**src/sv/dmsm_pkg.sv**
```systemverilog
// ----------------------------------------------------------------------------
// dmsm_pkg
// Shared types, constants and small tables for the dual Montgomery scalar
// multiplier over the field of P = 2^255 - 19.
// ----------------------------------------------------------------------------
package dmsm_pkg;

  localparam int LIMB_COUNT = 9;
  localparam int LIMB_W     = 30;
  localparam int ACC_W      = 32;
  localparam int ACC_DEPTH  = LIMB_COUNT + 2;
  localparam int IDX_W      = 4;
  localparam int SCALAR_W   = 61;
  localparam int STEP_W     = 5;

  localparam logic [LIMB_W-1:0] MONT_M     = 30'd678152731;
  localparam logic [LIMB_W-1:0] P_LIMB_LO  = 30'd1073741805;
  localparam logic [LIMB_W-1:0] P_LIMB_MID = 30'd1073741823;
  localparam logic [LIMB_W-1:0] P_LIMB_HI  = 30'd32767;
  localparam logic [ACC_W-1:0]  RED_ADD    = 32'd19;
  localparam logic [ACC_W-1:0]  RED_TOP    = 32'd32767;
  localparam logic [ACC_W-1:0]  RED_SUB    = 32'd32768;

  localparam logic [IDX_W-1:0]  TOP_IDX    = IDX_W'(LIMB_COUNT - 1);
  localparam logic [STEP_W-1:0] LAST_STEP  = 5'd18;

  // Micro-operations of one lane.
  typedef enum logic [3:0] {
    OP_CLR,     // clear the accumulator
    OP_MAV_LO,  // add V times the low scalar digit
    OP_MAV_HI,  // add V times the high scalar digit
    OP_MDG,     // form the Montgomery digit from limb 0
    OP_MAP,     // add P times the Montgomery digit
    OP_CAR,     // carry pass
    OP_DRP,     // drop the lowest limb
    OP_RED,     // conditional subtraction of P
    OP_NEG,     // add P - V for a negative scalar
    OP_BRW,     // borrow pass
    OP_OUT      // emit the result limbs
  } op_t;

  typedef enum logic [1:0] {
    ST_IDLE = 2'b01,
    ST_RUN  = 2'b10
  } state_t;

  // Control word broadcast from the sequencer to the lanes and the merge stage.
  typedef struct packed {
    logic             run;
    logic             load;
    op_t              op;
    logic [IDX_W-1:0] idx;
  } ctrl_t;

  // Program of the sequencer.
  function automatic op_t step_op(input logic [STEP_W-1:0] step);
    op_t op;
    unique case (step)
      5'd0:    op = OP_CLR;
      5'd1:    op = OP_MAV_LO;
      5'd2:    op = OP_MDG;
      5'd3:    op = OP_MAP;
      5'd4:    op = OP_CAR;
      5'd5:    op = OP_DRP;
      5'd6:    op = OP_MAV_HI;
      5'd7:    op = OP_CAR;
      5'd8:    op = OP_MDG;
      5'd9:    op = OP_MAP;
      5'd10:   op = OP_CAR;
      5'd11:   op = OP_DRP;
      5'd12:   op = OP_RED;
      5'd13:   op = OP_CAR;
      5'd14:   op = OP_NEG;
      5'd15:   op = OP_BRW;
      5'd16:   op = OP_RED;
      5'd17:   op = OP_CAR;
      default: op = OP_OUT;
    endcase
    return op;
  endfunction

  // Last limb index that an operation visits.
  function automatic logic [IDX_W-1:0] op_last_idx(input op_t op);
    logic [IDX_W-1:0] last;
    unique case (op)
      OP_MAV_LO, OP_MAV_HI, OP_MAP:     last = IDX_W'(LIMB_COUNT);
      OP_CAR, OP_RED, OP_NEG, OP_OUT:   last = TOP_IDX;
      OP_BRW:                           last = IDX_W'(LIMB_COUNT - 2);
      default:                          last = '0;
    endcase
    return last;
  endfunction

  // Limbs of P.
  function automatic logic [LIMB_W-1:0] prime_limb(input logic [IDX_W-1:0] i);
    logic [LIMB_W-1:0] limb;
    if (i == '0) begin
      limb = P_LIMB_LO;
    end else if (i == TOP_IDX) begin
      limb = P_LIMB_HI;
    end else begin
      limb = P_LIMB_MID;
    end
    return limb;
  endfunction

endpackage

```
**src/sv/dmsm_merge.sv**
```systemverilog
// ----------------------------------------------------------------------------
// dmsm_merge
// Merge stage: pairs the limbs of both lanes into one registered result item.
// ----------------------------------------------------------------------------
module dmsm_merge (
  input  logic                        clk,
  input  logic                        rst_n,
  input  dmsm_pkg::ctrl_t             ctrl,
  input  logic [dmsm_pkg::LIMB_W-1:0] u_limb,
  input  logic [dmsm_pkg::LIMB_W-1:0] r_limb,
  output logic                        out_valid,
  output logic [dmsm_pkg::IDX_W-1:0]  out_index,
  output logic [dmsm_pkg::LIMB_W-1:0] out_prod_u_limb,
  output logic [dmsm_pkg::LIMB_W-1:0] out_prod_r_limb,
  output logic                        out_is_last
);

  logic                        valid_r;
  logic                        emit;
  logic [dmsm_pkg::IDX_W-1:0]  index_r;
  logic [dmsm_pkg::LIMB_W-1:0] u_r, r_r;
  logic                        last_r;

  assign emit = ctrl.run && (ctrl.op == dmsm_pkg::OP_OUT);

  // Strobe for one cycle per result item.
  always_ff @(posedge clk) begin
    if (!rst_n) begin
      valid_r <= 1'b0;
    end else begin
      valid_r <= emit;
    end
  end

  // Result payload.
  always_ff @(posedge clk) begin
    if (emit) begin
      index_r <= ctrl.idx;
      u_r     <= u_limb;
      r_r     <= r_limb;
      last_r  <= (ctrl.idx == dmsm_pkg::TOP_IDX);
    end
  end

  assign out_valid       = valid_r;
  assign out_index       = index_r;
  assign out_prod_u_limb = u_r;
  assign out_prod_r_limb = r_r;
  assign out_is_last     = last_r;

endmodule

```
**config.mk**
```make
export PLATFORM = sky130hd
export DESIGN_NAME = dmsm_merge
export DESIGN_NICKNAME = d
export VERILOG_FILES = /design/src/sv/dmsm_pkg.sv /design/src/sv/dmsm_merge.sv
export SDC_FILE = /design/constraint.sdc
export NUM_CORES = 1
export LEC_CHECK = 0
export CAP_MARGIN = 20
export CORE_ASPECT_RATIO = 1.25
export CORE_MARGIN = 3
export CORE_UTILIZATION = 45
export DETAILED_ROUTE_END_ITERATION = 12
export DONT_BUFFER_PORTS = 1
export GPL_TIMING_DRIVEN = 0
export SETUP_SLACK_MARGIN = 0.15
export SKIP_LAST_GASP = 1
export SYNTH_ARGS = -nofsm -noshare
export SYNTH_HDL_FRONTEND = slang
export SYNTH_SLANG_ARGS = --single-unit
```
**constraint.sdc**
```tcl
create_clock -name clk -period 13.8 [get_ports clk]
set_input_delay 4.14 -clock clk [delete_from_list [all_inputs] [get_ports clk]]
set_output_delay 4.14 -clock clk [all_outputs]
set_load 0.01 [all_outputs]
```
After elaboration in Yosys (flattened, before gate mapping):

Cells that the tools add are included.

* register bits: 66
* input port bits: 72
* output and inout port bits: 66
* word-level logic and storage cells: 8

* equality and inequality tests: 2
* reduce and logical (&&, ||, !) cells: 1

Operator list (number)
* $eq A4 B4 Y1 const B: 2
* $logic_and A1 B1 Y1: 1

Logic depth before layout (Yosys ltp):

* depth in word-level cells: 2
* mapped depth: 2
* depth with buffers taken out: 2

Worst setup path after synthesis:

Ideal clock, no wire load.

* kind: input-to-reg
* start point: in ctrl[4] (netlist bit)
* end point: reg index_r, in the netlist out_index[0], enable pin
* library setup time: 583 ps
* data arrival time: 9050 ps
* data required time: 13217 ps
* slack: 4168 ps
* stages: 2
* buffers on the path: 0
* cell sequence: nand3b_1 > nor3b_1

* word-level cells in the longest chain between the ends: 2

Ends and longest elaborated chain
* start, declared: line dmsm_merge.sv:8 `input dmsm_pkg::ctrl_t ctrl,`
* $eq A4 B4 Y1: line dmsm_merge.sv:24 `assign emit = ctrl.run && (ctrl.op == dmsm_pkg::OP_OUT);`
* $logic_and A1 B1 Y1: line dmsm_merge.sv:24
* via emit: line dmsm_merge.sv:19 `logic emit;`
* end signal, assigned: line dmsm_merge.sv:38 `index_r <= ctrl.idx;`
* end, declared: line dmsm_merge.sv:20 `logic [dmsm_pkg::IDX_W-1:0] index_r;`

The timed path passes the listed nets, and every way through them passes these cells.
A chain may end at the register's enable or synchronous reset.

Final worst setup path:

* start point: in ctrl[4] (netlist bit)
* end point: reg r_r, in the netlist out_prod_r_limb[10], enable pin

* word-level cells in the longest chain between the ends: 2

Ends and longest elaborated chain
* $eq A4 B4 Y1: line dmsm_merge.sv:24
* $logic_and A1 B1 Y1: line dmsm_merge.sv:24
* via emit: line dmsm_merge.sv:19
* end signal, assigned: line dmsm_merge.sv:40 `r_r <= r_limb;`
* end, declared: line dmsm_merge.sv:21 `logic [dmsm_pkg::LIMB_W-1:0] u_r, r_r;`

The timed path passes the listed nets, and every way through them passes these cells.

==> metrics.yaml <==
yosys:
  synth_mux_area_share_pct: 0
  synthXorXnorAreaFrac_pct: 0
  ys_types: 6
  ys_ff_latch: 66
  synth_edf_count: 65
  synthCells: 70
  synth.most_common_cell: "edfxtp_1"
  synth_area_leaders: "edfxtp_1 97%, dfxtp_1 1.0%, and4bb_2 0.62%, nor4b_1 0.44%, nand3b_1 0.37%"
  synth_top_family_by_area: "simple AND/OR/NAND/NOR gates"
  ys_async_sr_fraction_pct: 0
  ys.flop_type: "edfxtp_1"
  synth_compound_area_share_pct: 0
  yosys.area.top_type_share_pct: 97.2
  yosysTopAreaCell: "edfxtp_1"
  ys_seq_area_share_pct: 98.2
  synth_area_sq_um: 2010
  syn_nets: 142
  synth_warnings: 0
  synth.avg_cell_area_sq_um: 28.7
  synth_fa_ha_area_share_pct: 0
  synthSimpleGateAreaFrac_pct: 1.81
place:
  post_dp_cell_area_sq_um: 2130
  dp_slack_ps: 8040
  dp.cells: 130
  gp_congestion: 0.671
  portBuffers: 0
floorplanning:
  ioPinCount: 138
  core_sq_um: 4200
  dieWidth_um: 65.8
  row_count: 26
  die_area_sq_um: 5310
  dieHeight_um: 80.7
  start_util_pct: 47.9
clocking:
  clock_path_buffers: 2
  post_cts_buffers: 0
  numCtsBuffers: 9
  ctsHoldBuffers: 0
  tritoncts: "done"
  htreeDepth: 3
  ctsResizeCount: 0
  ctsRootBufferMaster: "clkbuf_8"
  clkTransAtPathRegs_ps: 60
  cts.sinks: 66
worst_setup_path:
  critPathKind: "in -> reg"
  cp.required_ps: 13830
  crit_arrival_ps: 5430
  worstPathMaxFanout: 15
  startpoint_type: "input pin"
  cp-end-kind: "flip-flop"
detailed_routing:
  drc_errors: 0
  vias: 768
  ant_nets: 0
  routed_wirelength_mm: 3.38
  dr.pass1.iters: 4
  wl_per_cell_um: 23.2
  avgViaCountPerCell: 5.26
  drtIter0Drc: 69
final_layout:
  area_growth_pct: 15.2
  drive_above_1_share_pct: 21.1
  antennaDiodeCount: 0
  final_net_count: 157
  finalNonFillerCells: 146
  fin_area_sq_um: 2310
sta:
  max_slew_margin_pct: 49.0
  rsz0062_at_grt: "false"
  clock.fmax_mhz: 185
  finalSetupViolCount: 0
  tns_ps: 0
  final_max_slew_viol_count: 0
  fin_crit_ps: 5400
  setup_ws_ps: 8400
  finalHoldViolCount: 0
  final.period_utilization_pct: 39.1
  worstMarginPinSlew_ps: 761
power_and_ir_drop:
  leakage_nw: 0.714
  power.density_nw_per_um2: 162
  power_mw: 0.375
  max-vdd-ir-drop_uv: 74.5
global_route:
  grt_overflow: 0
  grt_pass1_vias: 782
  antenna_found_initial: 0
  grt_max_degree: 16
  grt_pass1_wl_mm: 4.32
  grt_usage_pct: 12.5
hold_path:
  hold_depth: 0
  holdPathEnd: "out_prod_u_limb[27]"
  min_from: "u_limb[27]"
  min_path_type: "in -> reg"
job:
  maxCapViolCount: 0
status:
  outcome: "complete, no violations"
[through the flow]
step                      utilization (%)  hold WS (ps)
after detailed placement             50.7          4240
after CTS                            55.1          3890
final                                55.1          3910
after floorplan                         -          4240
after global routing                 55.1          3880
after global placement               49.5          4240
[cells by family (layout without fill, tap and decap cells)]
| group | count (synthesis) | count (layout) |
|---|---|---|
| flip-flops | 66 | 66 |
| buffers and inverters | 0 | 20 |
| AND/OR/NAND/NOR | 4 | 4 |
[area by class of cell]
| class | count | area, sq um |
|---|---|---|
| tap | 56 | 70.1 |
| sequential | 66 | 1970 |
| timing repair buffer | 4 | 45.0 |
| clock buffer | 10 | 128 |
| clock inverter | 6 | 57.6 |
| fill | 306 | 1880 |
| multi-input combinational | 4 | 41.3 |
[per-layer routing]
layer,up-vias,share of wire [%],track usage (%)
met5,-,0,0
met4,0,1.4,8.71
met3,7,15,9.65
met2,85,54,19.7
met1,359,30,10.4
li1,317,-,-
[state kept, by name (all words and copies together) (netlist names)]
signal and count:
out_index 4, out_is_last 1, out_prod_r_limb 30, out_prod_u_limb 30, out_valid 1
[report_power, final]
group          switching, mW  internal, mW  total (mW)  leakage, nW
combinational        0.00121      0.000679     0.00189       0.0332
clock                 0.0637        0.0818       0.145       0.0874
sequential           0.00327         0.225       0.228        0.593
total                 0.0681         0.307       0.375        0.714
[cell usage in the layout, fill, tap and decap left out]
| cell type | n |
|---|---|
| edfxtp_1 | 65 |
| clkinv_2 | 1 |
| bufinv_16 | 1 |
| clkinvlp_4 | 2 |
| nor3b_2 | 1 |
| and4bb_2 | 1 |
| buf_6 | 4 |
| nor4b_1 | 1 |
| dfxtp_1 | 1 |
| clkbuf_1 | 1 |
| clkbuf_8 | 9 |
| nand3b_1 | 1 |
| clkinv_1 | 2 |
[worst max-delay path, stage by stage]
cell and delay [ps]:
nand3b_1 170, nor3b_2 650, buf_6 270, buf_6 190
[how the worst max path moves through the flow]
stage	end	cells past startpoint	from	slack (ps)
floorplan	out_index[0]	2	ctrl[4]	4170
global placement	out_prod_r_limb[10]	2	ctrl[4]	3050
detailed placement	out_prod_u_limb[12]	4	ctrl[4]	8040
CTS	out_prod_u_limb[12]	4	ctrl[4]	8390
global route	out_prod_u_limb[12]	4	ctrl[4]	8260
finish	out_prod_r_limb[10]	4	ctrl[4]	8400
Power figures use the tool's default switching activity.
