--- config.mk ---
export PLATFORM = sky130hd
export DESIGN_NAME = dmsm_seq
export DESIGN_NICKNAME = d
export VERILOG_FILES = /design/src/sv/dmsm_pkg.sv /design/src/sv/dmsm_seq.sv
export SDC_FILE = /design/constraint.sdc
export NUM_CORES = 1
export LEC_CHECK = 0
export BUFFER_PORTS_ARGS = -buffer_cell sky130_fd_sc_hd__clkbuf_2
export CAP_MARGIN = 25
export CORE_ASPECT_RATIO = 0.9
export CORE_MARGIN = 2
export CORE_UTILIZATION = 50
export CTS_CLUSTER_DIAMETER = 50
export DETAILED_ROUTE_END_ITERATION = 10
export PLACE_DENSITY_LB_ADDON = 0.05
export SYNTH_ARGS = -nofsm -noshare
export SYNTH_HDL_FRONTEND = slang
export SYNTH_SLANG_ARGS = --single-unit
--- constraint.sdc ---
create_clock -name clk -period 6.45 [get_ports clk]
set_clock_uncertainty 0.15 [all_clocks]
set_input_delay 0.3225 -clock clk [delete_from_list [all_inputs] [get_ports clk]]
set_output_delay 0.3225 -clock clk [all_outputs]
set_load 0.05 [all_outputs]
--- src/sv/dmsm_pkg.sv ---
// ----------------------------------------------------------------------------
// dmsm_pkg
// Shared types, constants and small tables for the dual Montgomery scalar
// multiplier over the field of P = 2^255 - 19.
// ----------------------------------------------------------------------------
package dmsm_pkg;

  localparam int LIMB_COUNT = 9;
  localparam int LIMB_W     = 30;
  localparam int ACC_W      = 32;
  localparam int ACC_DEPTH  = LIMB_COUNT + 2;
  localparam int IDX_W      = 4;
  localparam int SCALAR_W   = 61;
  localparam int STEP_W     = 5;

  localparam logic [LIMB_W-1:0] MONT_M     = 30'd678152731;
  localparam logic [LIMB_W-1:0] P_LIMB_LO  = 30'd1073741805;
  localparam logic [LIMB_W-1:0] P_LIMB_MID = 30'd1073741823;
  localparam logic [LIMB_W-1:0] P_LIMB_HI  = 30'd32767;
  localparam logic [ACC_W-1:0]  RED_ADD    = 32'd19;
  localparam logic [ACC_W-1:0]  RED_TOP    = 32'd32767;
  localparam logic [ACC_W-1:0]  RED_SUB    = 32'd32768;

  localparam logic [IDX_W-1:0]  TOP_IDX    = IDX_W'(LIMB_COUNT - 1);
  localparam logic [STEP_W-1:0] LAST_STEP  = 5'd18;

  // Micro-operations of one lane.
  typedef enum logic [3:0] {
    OP_CLR,     // clear the accumulator
    OP_MAV_LO,  // add V times the low scalar digit
    OP_MAV_HI,  // add V times the high scalar digit
    OP_MDG,     // form the Montgomery digit from limb 0
    OP_MAP,     // add P times the Montgomery digit
    OP_CAR,     // carry pass
    OP_DRP,     // drop the lowest limb
    OP_RED,     // conditional subtraction of P
    OP_NEG,     // add P - V for a negative scalar
    OP_BRW,     // borrow pass
    OP_OUT      // emit the result limbs
  } op_t;

  typedef enum logic [1:0] {
    ST_IDLE = 2'b01,
    ST_RUN  = 2'b10
  } state_t;

  // Control word broadcast from the sequencer to the lanes and the merge stage.
  typedef struct packed {
    logic             run;
    logic             load;
    op_t              op;
    logic [IDX_W-1:0] idx;
  } ctrl_t;

  // Program of the sequencer.
  function automatic op_t step_op(input logic [STEP_W-1:0] step);
    op_t op;
    unique case (step)
      5'd0:    op = OP_CLR;
      5'd1:    op = OP_MAV_LO;
      5'd2:    op = OP_MDG;
      5'd3:    op = OP_MAP;
      5'd4:    op = OP_CAR;
      5'd5:    op = OP_DRP;
      5'd6:    op = OP_MAV_HI;
      5'd7:    op = OP_CAR;
      5'd8:    op = OP_MDG;
      5'd9:    op = OP_MAP;
      5'd10:   op = OP_CAR;
      5'd11:   op = OP_DRP;
      5'd12:   op = OP_RED;
      5'd13:   op = OP_CAR;
      5'd14:   op = OP_NEG;
      5'd15:   op = OP_BRW;
      5'd16:   op = OP_RED;
      5'd17:   op = OP_CAR;
      default: op = OP_OUT;
    endcase
    return op;
  endfunction

  // Last limb index that an operation visits.
  function automatic logic [IDX_W-1:0] op_last_idx(input op_t op);
    logic [IDX_W-1:0] last;
    unique case (op)
      OP_MAV_LO, OP_MAV_HI, OP_MAP:     last = IDX_W'(LIMB_COUNT);
      OP_CAR, OP_RED, OP_NEG, OP_OUT:   last = TOP_IDX;
      OP_BRW:                           last = IDX_W'(LIMB_COUNT - 2);
      default:                          last = '0;
    endcase
    return last;
  endfunction

  // Limbs of P.
  function automatic logic [LIMB_W-1:0] prime_limb(input logic [IDX_W-1:0] i);
    logic [LIMB_W-1:0] limb;
    if (i == '0) begin
      limb = P_LIMB_LO;
    end else if (i == TOP_IDX) begin
      limb = P_LIMB_HI;
    end else begin
      limb = P_LIMB_MID;
    end
    return limb;
  endfunction

endpackage

--- src/sv/dmsm_seq.sv ---
// ----------------------------------------------------------------------------
// dmsm_seq
// Sequencer that steps both lanes through the micro-operation program,
// one limb per cycle.
// ----------------------------------------------------------------------------
module dmsm_seq (
  input  logic            clk,
  input  logic            rst_n,
  input  logic            go,
  output logic            busy,
  output dmsm_pkg::ctrl_t ctrl
);

  dmsm_pkg::state_t                  state_r, state_nxt;
  logic [dmsm_pkg::STEP_W-1:0]       step_r, step_nxt;
  logic [dmsm_pkg::IDX_W-1:0]        idx_r, idx_nxt;
  dmsm_pkg::op_t                     op;

  assign op   = dmsm_pkg::step_op(step_r);
  assign busy = (state_r != dmsm_pkg::ST_IDLE);

  assign ctrl.run  = (state_r == dmsm_pkg::ST_RUN);
  assign ctrl.load = go;
  assign ctrl.op   = op;
  assign ctrl.idx  = idx_r;

  // Advance the limb index, then the program step.
  always_comb begin
    state_nxt = state_r;
    step_nxt  = step_r;
    idx_nxt   = idx_r;
    unique case (state_r)
      dmsm_pkg::ST_IDLE: begin
        if (go) begin
          state_nxt = dmsm_pkg::ST_RUN;
          step_nxt  = '0;
          idx_nxt   = '0;
        end
      end
      dmsm_pkg::ST_RUN: begin
        if (idx_r == dmsm_pkg::op_last_idx(op)) begin
          idx_nxt = '0;
          if (step_r == dmsm_pkg::LAST_STEP) begin
            state_nxt = dmsm_pkg::ST_IDLE;
          end else begin
            step_nxt = step_r + 1'b1;
          end
        end else begin
          idx_nxt = idx_r + 1'b1;
        end
      end
      default: state_nxt = dmsm_pkg::ST_IDLE;
    endcase
  end

  always_ff @(posedge clk) begin
    if (!rst_n) begin
      state_r <= dmsm_pkg::ST_IDLE;
      step_r  <= '0;
      idx_r   <= '0;
    end else begin
      state_r <= state_nxt;
      step_r  <= step_nxt;
      idx_r   <= idx_nxt;
    end
  end

endmodule

# == After elaboration in Yosys (flattened, before gate mapping) ==
# Memories as Yosys holds them, arrays and structs flattened. A register that Yosys moved wholly into a read port is not among the register bits.
# Index checks and enable logic that the tools add are counted.
# op_classes
addsub,2
eq_ne,9
mux,14
reduce_logical,4
# op_table
op,count
two-way mux 5 bit,5
two-way mux 4 bit,3
one-hot mux 5 bit (2 select lines),1
one-hot mux 4 bit (2 select lines),1
two-way mux 2 bit,3
"!= test 2 x 1 -> 1 bit, second input constant",3
"adder 5 x 1 -> 5 bit, second input constant",1
"== test 5 bit, second input constant",1
"adder 4 x 1 -> 4 bit, second input constant",1
== test 4 bit,1
"!= test 2 bit, second input constant",2
one-hot mux 2 bit (2 select lines),1
AND reduction 4 bit,1
AND reduction 3 bit,1
"== test 2 x 1 -> 1 bit, second input constant",1
"== test 2 bit, second input constant",1
AND reduction 2 bit,1
nonzero test 2 bit,1
# totals
reg_bits,11
rom_bits,192
in_bits,3
n_memories,2
# memory_table
memory,words,word_bits,rd,rd_ports_with_merged_regs,write_ports,line_no,rtl
(no name shown),32,4,1,1,0,dmsm_pkg.sv:58,unique case (step)
(no name shown),16,4,1,0,0,dmsm_pkg.sv:85,unique case (op)

# == Longest topological paths before layout ==
# Gate-level depths: netlist of the first run.
# depth
word_depth,7
mapped_depth,15

# == Least setup slack after synthesis of the first run ==
# No wires, ideal clock.
# synth_path
path_type,flip-flop to flip-flop
startpoint,"reg, netlist name op[0]"
endpoint,"reg, netlist name op[1]"
arrival_time_ps,3331
slack_ps,2853
stages_incl_launch_ff,13
synth_period_minus_slack_ps,3597
cell_sequence,dfxtp_1 -> inv_1 -> ha_1 -> nor2_1 -> o31ai_2 -> xor2_4 -> nor3b_4 -> nor2_1 -> a31oi_1 -> ha_1 -> a2111oi_0 -> nor2_1 -> and3_1
# synth_between
elab_chain_len,7
# synth_lines
item,line_no,rtl
memory (16 x 4 bit),n/a,
two-way mux 4 bit,dmsm_seq.sv:32,unique case (state_r)
== test 4 bit,dmsm_seq.sv:41,if (idx_r == dmsm_pkg::op_last_idx(op)) begin
!= test 2 x 1 -> 1 bit (no source line),n/a,
AND reduction 4 bit (no source line),n/a,
two-way mux 5 bit (no source line) (2 in a row),n/a,
# No other way between the ends. The select of a mux whose other input is x is not followed.
# A chain may end at the register's enable or synchronous reset.

# == Final worst setup path of the first run ==
# layout_path
startpoint,"reg, netlist name op[0]"
endpoint,"reg, netlist name op[1]"
# layout_between
elab_chain_len,7
# layout_lines
item,line_no
memory (16 x 4 bit),n/a
two-way mux 4 bit,dmsm_seq.sv:32
== test 4 bit,dmsm_seq.sv:41
!= test 2 x 1 -> 1 bit (no source line),n/a
AND reduction 4 bit (no source line),n/a
two-way mux 5 bit (no source line) (2 in a row),n/a
# No other way between the ends. The select of a mux whose other input is x is not followed.

==> impl_metrics.ini, run 1 <==
[final_layout]
diodes = 0
finalNetCount = 160
syn_to_final_growth_pct = 9.02
drive_above_1_share = 0.194
fin_util = 0.575
stdcell_area_um2 = 1250
fill_cells = 205

[global_routing]
antenna_found_initial = 0
grt_max_degree = 14
grt_usage = 0.182
grt_pass1_wl_mm = 3.62
grt_pass1_vias = 913
grt-ovfl-total = 0

[synth]
yosysSeqAreaShare = 0.261
synth_top_area_cell = dfxtp_1
synthAdderAreaFrac = 0.130
synth_top_area_share = 0.261
synth_compound_area_frac = 0.150
synth_xor_area_frac = 0.0696
synth.distinct_cells = 46
synth_area_leaders = dfxtp_1 (26%), ha_1 (13%), mux2i_1 (4.3%)
synth-seq-cells = 15
synthFlopType = dfxtp_1
syn_area_per_cell_um2 = 8.79
syn_area_um2 = 1150
syn-num-nets = 146
synth-simple-area-share = 0.278
syn_inst = 131
synthArstFlopShare = 0
synth-edff-count = 0
synth_top_family_by_area = simple AND/OR/NAND/NOR gates
yosys_warnings = 0
synth_mux_area_frac = 0.0554

[clocking]
path_clk_slew_ps = 90
post_cts.resized_instances = 0
cts_hold_buf = 0
cts_buffers = 3
clockBufferDepth = 2
cts_sinks = 15
cts-htree-levels = 1
cts_root_buf = clkbuf_4
post-cts-setup-buffers = 0
cts_tree = yes
insertion_delay_ps = 280

[drt]
drt_iter0_markers = 13
routed_wirelength_mm = 2.17
viasPerCell = 5.64
wl_per_cell_um = 12.7
route.top_layer_used = met4
antenna_left = 0
met2_length_mm = 1.01
drc = 0
wl_met1_mm = 1.03
wl_met3_um = 77
num_vias = 964
drt_first_pass_iters = 4

[floorplan]
initial_core_util = 0.528
dieArea_um2 = 2700
coreArea_um2 = 2180
io_pins = 14
rows = 16
die_x_um = 54.6
die_y_um = 49.5

[power]
power.density_nw_per_um2 = 173
p_leak_nw = 0.516
vdd.ir_drop.worst_mv = 0.122
total_power_mw = 0.217

[sta]
rsz0062_at_grt = false
hold_violations = 0
tightestPinTransition_ps = 944
slew_viol_final = 0
layout_min_cycle_time_ps = 3520
fin_setup_tns_ps = 0
fin_crit_sh = 0.545
slew_headroom = 0.352
finalSetupViolCount = 0
timing.fmax_ghz = 0.284

[setup_path]
start_kind = flop
critPathCaptureType = flop
worstPathRequired_ps = 6490
worstPathMaxFanout = 8
worstSetupPathType = reg2reg
cp_data_arrival_time_ps = 3560

[placement]
portBuffers = 13
placedInstanceArea_um2 = 1230
dp_hpwl_mm = 1.71
gp_congestion = 0.840

[min_path]
min_path_type = in2reg

[run_status]
outcome = complete, no violations

[flow_run]
drv_cap = 0
cells in the final DEF (no fill, tap or decap), drive strengths merged, types with 2 or more instances in the layout:
cell    Yosys  layout
nand3       3       3
nor3        2       2
xor2        3       3
dfxtp      15      15
mux2i       6       6
nor3b       2       2
nand2b      4       4
a21oi       5       5
clkbuf      0      16
ha         12      12
xnor2       4       4
o211ai      3       3
nand2      12      12
nand3b      5       5
inv        11      11
or4         2       2
o21ai       4       4
nand4       2       2
o31ai       3       3
nor2       13      13
kinds of logic after synthesis:
family / count (synthesis)
AO/OA/AOI/OAI: 22
XOR/XNOR: 7
adder cells (fa/ha/maj): 12
buffers and inverters: 15
flip-flops: 15
multiplexers: 6
AND/OR/NAND/NOR: 54
metrics by stage:
stage	worst slack (ps)	hold WS, ps	cells
after floorplan	2850	312	131
after global placement	3030	373	167
after detailed placement	2930	386	167
after CTS	2910	178	171
after global routing	2530	185	171
final	2930	184	171
synth_stat cells (2+ instances only):
master and n:
xor2_1 2, buf_2 3, ha_1 12, nor2_1 12
xnor2_1 4, o211ai_1 2, dfxtp_1 15, o31ai_1 2
mux2i_1 5, nand3b_1 5, nand4_1 2, o21ai_0 2
nand2b_1 4, o21ai_1 2, nand3_1 3, a21oi_1 5
inv_1 10, nand2_1 12, or4_1 2
registers in the layout, indices dropped and copies added (netlist names):
name and cells:
idx_r 4, op 4, state_r 2, step_r 5
per-layer routing:
layer  track usage  up-vias
met5             0        -
met4        0.0708        0
met3        0.0606        6
met2         0.301       16
met1         0.209      453
li1              -      489
cell type report:
class / count / area, µm² / area share
inverter: 11 / 41.3 / 0.0329
clock inverter: 1 / 5.00 / 0.00399
tap: 27 / 33.8 / 0.0269
sequential: 15 / 300 / 0.239
timing repair buffer: 13 / 65.1 / 0.0518
clock buffer: 3 / 22.5 / 0.0179
multi-input combinational: 101 / 787 / 0.627
worst paths after layout:
kind                         startpoint                       to  slack (ps)  cells past startpoint
setup reg to reg          op[0]$_DFF_P_            op[1]$_DFF_P_        2930                     12
hold reg to reg   idx_r[1]$_SDFFE_PN0P_    idx_r[1]$_SDFFE_PN0P_         400                      2
hold / removal                    rst_n  state_r[1]$_SDFFE_PN0P_         180                      2
setup / recovery          op[0]$_DFF_P_            op[1]$_DFF_P_        2930                     12
critical path, cell delays in order, from the launching register on:
cell,delay (ps)
dfxtp_1,370
inv_1,90
ha_1,300
nor2_1,50
o31ai_2,360
xor2_4,190
nor3b_4,320
nor2_1,80
a31oi_1,490
ha_1,390
a2111oi_0,380
nor2_1,90
and3_1,150
power by group:
| part | leakage [nW] | internal, mW | switching, mW |
|---|---|---|---|
| sequential | 0.122 | 0.0960 | 0.00435 |
| clock | 0.0177 | 0.0231 | 0.0309 |
| combinational | 0.377 | 0.0220 | 0.0406 |
Power figures use the tool's default switching activity.
==> inputs of run 2 (changes only) <==
- clock period: 6.45 -> 3.18 ns (I/O delays scaled with it)
==> run 2 against run 1 <==
  * Sequential power rose by 100%
  * First-iteration DRC count increased by 130%
  * Combinational power is 150% higher
  * Critical path type unchanged
  * Highest routed layer unchanged
==> impl_metrics.ini, run 2 (synthesis results as in run 1) <==
[floorplan]
coreArea_um2 = 2180
die_x_um = 54.6
initial_core_util = 0.528
die_y_um = 49.5
rows = 16
dieArea_um2 = 2700
io_pins = 14

[global_routing]
grt_pass1_wl_mm = 4.13
antenna_found_initial = 0
grt_usage = 0.209
grt-ovfl-total = 0
grt_max_degree = 12
grt_pass1_vias = 963

[drt]
routed_wirelength_mm = 2.51
drt_first_pass_iters = 5
antenna_left = 0
drt_iter0_markers = 30
num_vias = 1008
drc = 0
wl_per_cell_um = 13.7
viasPerCell = 5.51

[clocking]
insertion_delay_ps = 280
clockBufferDepth = 2
cts_tree = yes
cts_sinks = 15
path_clk_slew_ps = 90
cts_buffers = 3
cts-htree-levels = 1
cts_root_buf = clkbuf_4

[setup_path]
worstPathRequired_ps = 3210
crit_path_end = op[1]$_DFF_P_
slowest_delay_ps = 490
crit_slowest_cell = or4bb_1
worstPathMaxFanout = 6
r2r_slack_ps = 150
path_cells = inv_2 > ha_1 > mux2i_2 > or3_2 > o2111ai_4 > buf_4 > nor3_2 > mux2i_1 > buf_4 > or4bb_1 > and3_1
timing.rr.end = op[1]$_DFF_P_
worstSetupPathType = reg2reg
cp_data_arrival_time_ps = 3060
critPathCaptureType = flop
crit_path_start = op[0]$_DFF_P_
critPathMostFrequentCell = buf_4
r2r-start = op[0]$_DFF_P_
ff2ff_path_depth = 11
start_kind = flop

[power]
power.density_nw_per_um2 = 329
p_leak_nw = 0.589
vdd.ir_drop.worst_mv = 0.342

[sta]
fin_crit_sh = 0.954
hold_violations = 0
timing.fmax_ghz = 0.330
holdWs_ps = 39.3
layout_min_cycle_time_ps = 3030
slew_headroom = 0.692
tightestPinTransition_ps = 449
finalSetupViolCount = 0
slew_viol_final = 0

[final_layout]
syn_to_final_growth_pct = 23.7
fin_util = 0.653
finalNetCount = 172
largest_reg_flops = 5
diodes = 0
final_common_cell = clkbuf_2
multi_input_area_um2 = 858
stdcell_count = 183
fill_cells = 183
seqCellArea_um2 = 309
drive_above_1_share = 0.333
layout_common_cells = clkbuf_2 (13), nand2_1 (12), nor2_1 (12), dfxtp_1 (12), buf_4 (12)
top_register = step_r

[placement]
gp_congestion = 0.843
portBuffers = 13
dp_hpwl_mm = 1.92
dp.cells = 177

[flow_run]
drv_cap = 0

[min_path]
min_path_type = in2reg

[run_status]
outcome = complete, no violations
## run 2: changes by cell type in the layout (fill, tap and decap cells not counted), sizes merged
| cell | delta |
|---|---|
| buf | +12 |
| clkbuf | +1 |
| clkinv | -1 |
## run 2: repair_timing
item,CTS,global route
endpoints found under the setup margin,1,2
resized for setup,0,9
endpoints found under the hold margin,0,0
pin swaps,1,0
hold buffers,0,0
setup buffers,2,0
## run 2: area by class of cell
cell class,instances,area share
Clock buffer,4,0.0185
Inverter,11,0.0290
Multi-Input combinational cell,101,0.603
Sequential cell,15,0.217
Tap cell,27,0.0237
Timing Repair Buffer,25,0.109
## run 2: power breakdown
part,switching (mW),internal [mW],leakage (nW)
Combinational,0.0926,0.0631,0.451
Clock,0.0601,0.0487,0.0150
Sequential,0.00990,0.194,0.124
## run 2: critical path: cells and delay by family (launching register included)
| kind | cells | cell delay [ps] |
|---|---|---|
| flip-flops | 1 | 360 |
| AO/OA/AOI/OAI | 1 | 130 |
| AND/OR/NAND/NOR | 4 | 1100 |
| multiplexers | 2 | 420 |
| adder cells (fa/ha/maj) | 1 | 310 |
| buffers and inverters | 3 | 460 |
## run 2: how the worst min path moves through the flow
stage           from                      end  slack, ps  depth (start not counted)
3_5_place_dp   rst_n  state_r[1]$_SDFFE_PN0P_        320                          2
3_3_place_gp   rst_n  state_r[1]$_SDFFE_PN0P_        320                          2
2_1_floorplan  rst_n  state_r[1]$_SDFFE_PN0P_        150                          1
4_1_cts        rst_n  state_r[1]$_SDFFE_PN0P_         10                          2
5_1_grt        rst_n  state_r[1]$_SDFFE_PN0P_         30                          2
6_report       rst_n  state_r[1]$_SDFFE_PN0P_         40                          2
## run 2: through the flow
stage | power (mW) | setup slack, ps | TNS [ps] | area, µm²
finish | 0.469 | 147 | 0 | 1420
global route | 0.498 | -21.1 | -21.1 | 1420
CTS | 0.463 | 82.2 | 0 | 1370
detailed placement | 0.346 | -3.46 | -3.46 | 1330
global placement | 0.343 | 5.57 | 0 | 1330
floorplan | 0.314 | 13.9 | 0 | 1170
## run 2: layer usage
metal | vias up | wire length, µm | track usage
met4 | 0 | 23 | 0.0625
met3 | 4 | 112 | 0.0667
li1 | 511 | - | -
met1 | 466 | 1130 | 0.242
met2 | 27 | 1240 | 0.355
met5 | - | 0 | 0
==> inputs of run 3 (changes only) <==
==> constraint.sdc (replaced) <==
create_clock -name clk -period 3.18 [get_ports clk]
set_clock_uncertainty 0.15 [all_clocks]
set_input_delay 0.636 -clock clk [delete_from_list [all_inputs] [get_ports clk]]
set_output_delay 0.636 -clock clk [all_outputs]
set_load 0.05 [all_outputs]
==> run 3 against run 2 <==
  * Routed wire length decreased by 8.8%
  * Setup slack got worse by 60 ps
  * Die area is the same
  * Maximum frequency down 2.0%
  * Flip-flop and latch count stayed put
  * Sequential share of layout area is 0.83 points higher
  * Sequential power about the same
  * Combinational power down 4%
  * Largest cell class unchanged
  * Largest power group unchanged
==> impl_metrics.ini, run 3 (synthesis results as in run 1) <==
[final_layout]
syn_to_final_growth_pct = 19.1
final_common_cell = clkbuf_2
stdcell_count = 181
stdcell_area_um2 = 1370
drive_above_1_share = 0.318
diodes = 0
largest_reg_flops = 5
top_register = step_r
layout_common_cells = clkbuf_2 (13), nand2_1 (12), nor2_1 (12), dfxtp_1 (12), ha_1 (11)
finalNetCount = 170

[drt]
routed_wirelength_mm = 2.29
num_vias = 966
antenna_left = 0
drt_iter0_markers = 26
drc = 0
wl_per_cell_um = 12.6
viasPerCell = 5.34
drt_first_pass_iters = 4

[sta]
layout_min_cycle_time_ps = 3090
hold_violations = 0
slew_viol_final = 0
fin_crit_sh = 0.973
timing.fmax_ghz = 0.323
slew_headroom = 0.655
tightestPinTransition_ps = 513
finalSetupViolCount = 0
rsz0062_at_grt = true
setup_ws_ps = 86.9
fin_setup_tns_ps = 0

[min_path]
whs_path_depth = 2
min_path_type = reg2reg

[power]
total_power_mw = 0.471
vdd.ir_drop.worst_mv = 0.288
p_leak_nw = 0.575
power.density_nw_per_um2 = 343

[global_routing]
grt_max_degree = 12
antenna_found_initial = 0
grt_pass1_wl_mm = 3.70
grt-ovfl-total = 0
grt_pass1_vias = 828
grt_usage = 0.189

[placement]
gp_congestion = 0.874
portBuffers = 13
dp.cells = 176
placedInstanceArea_um2 = 1320
place_ws_ps = 77.0
dp_hpwl_mm = 1.74

[floorplan]
io_pins = 14
die_y_um = 49.5
initial_core_util = 0.528
coreArea_um2 = 2180
die_x_um = 54.6
dieArea_um2 = 2700
rows = 16

[clocking]
cts_sinks = 15
cts_root_buf = clkbuf_4
cts_tree = yes
insertion_delay_ps = 300
cts_hold_buf = 0
cts-htree-levels = 1
cts_buffers = 3
clockBufferDepth = 2
path_clk_slew_ps = 110

[setup_path]
worstSetupPathType = reg2reg
worstPathMaxFanout = 6
crit_slowest_cell = dfxtp_4
path_cells = inv_2 > ha_1 > or3b_1 > o31ai_2 > buf_4 > xor2_4 > nor3b_4 > buf_4 > nor2_1 > a31oi_2 > buf_4 > ha_1 > nand3_1 > mux2i_1 > nor4b_2 > nor2_1 > and3_1
ff2ff_path_depth = 17
start_kind = flop
worstPathRequired_ps = 3230
critPathCaptureType = flop
cp_data_arrival_time_ps = 3150
slowest_delay_ps = 370
critPathMostFrequentCell = buf_4

[run_status]
outcome = complete, no violations

[flow_run]
drv_cap = 0
run 3: worst paths after layout:
path	start	endpoint	slack, ps
hold reg to reg	idx_r[1]$_SDFFE_PN0P_	idx_r[1]$_SDFFE_PN0P_	390
hold / removal	idx_r[1]$_SDFFE_PN0P_	idx_r[1]$_SDFFE_PN0P_	390
setup reg to reg	op[0]$_DFF_P_	op[1]$_DFF_P_	90
setup / recovery	op[0]$_DFF_P_	op[1]$_DFF_P_	90
run 3: per-stage QoR:
stage	utilization	hold slack, ps
after floorplan	-	419
after global placement	0.604	373
after detailed placement	0.604	379
after CTS	0.617	394
after global routing	0.628	427
final	0.628	389
run 3: repair_timing:
action | CTS | global route
endpoints found under the setup margin | 0 | 3
buffers inserted | 0 | 1
resized for setup | 0 | 3
run 3: power by group:
group	switching [mW]	internal, mW
clock network	0.0715	0.0469
registers	0.00917	0.194
logic	0.0892	0.0594
run 3: cell type report:
class / count / area (µm²)
inverter: 11 / 41.3
sequential: 15 / 309
clock buffer: 3 / 22.5
timing repair buffer: 23 / 140
fill: 189 / 811
multi-input combinational: 101 / 820
tap: 27 / 33.8
clock inverter: 1 / 5.00
run 3: worst max-delay path, delay by kind of cell (launching register included):
| family | cells | cell delay [ps] |
|---|---|---|
| compound gates | 2 | 140 |
| xor+xnor | 1 | 190 |
| fa+ha+maj | 2 | 400 |
| buf+inv | 4 | 560 |
| flops | 1 | 370 |
| mux | 1 | 80 |
| simple gates | 7 | 1110 |
run 3: metal layers:
metal / part of all wire / global-route usage
met4: 0.016 / 0.0500
met1: 0.49 / 0.240
met3: 0.036 / 0.0636
met5: 0 / 0
met2: 0.46 / 0.301
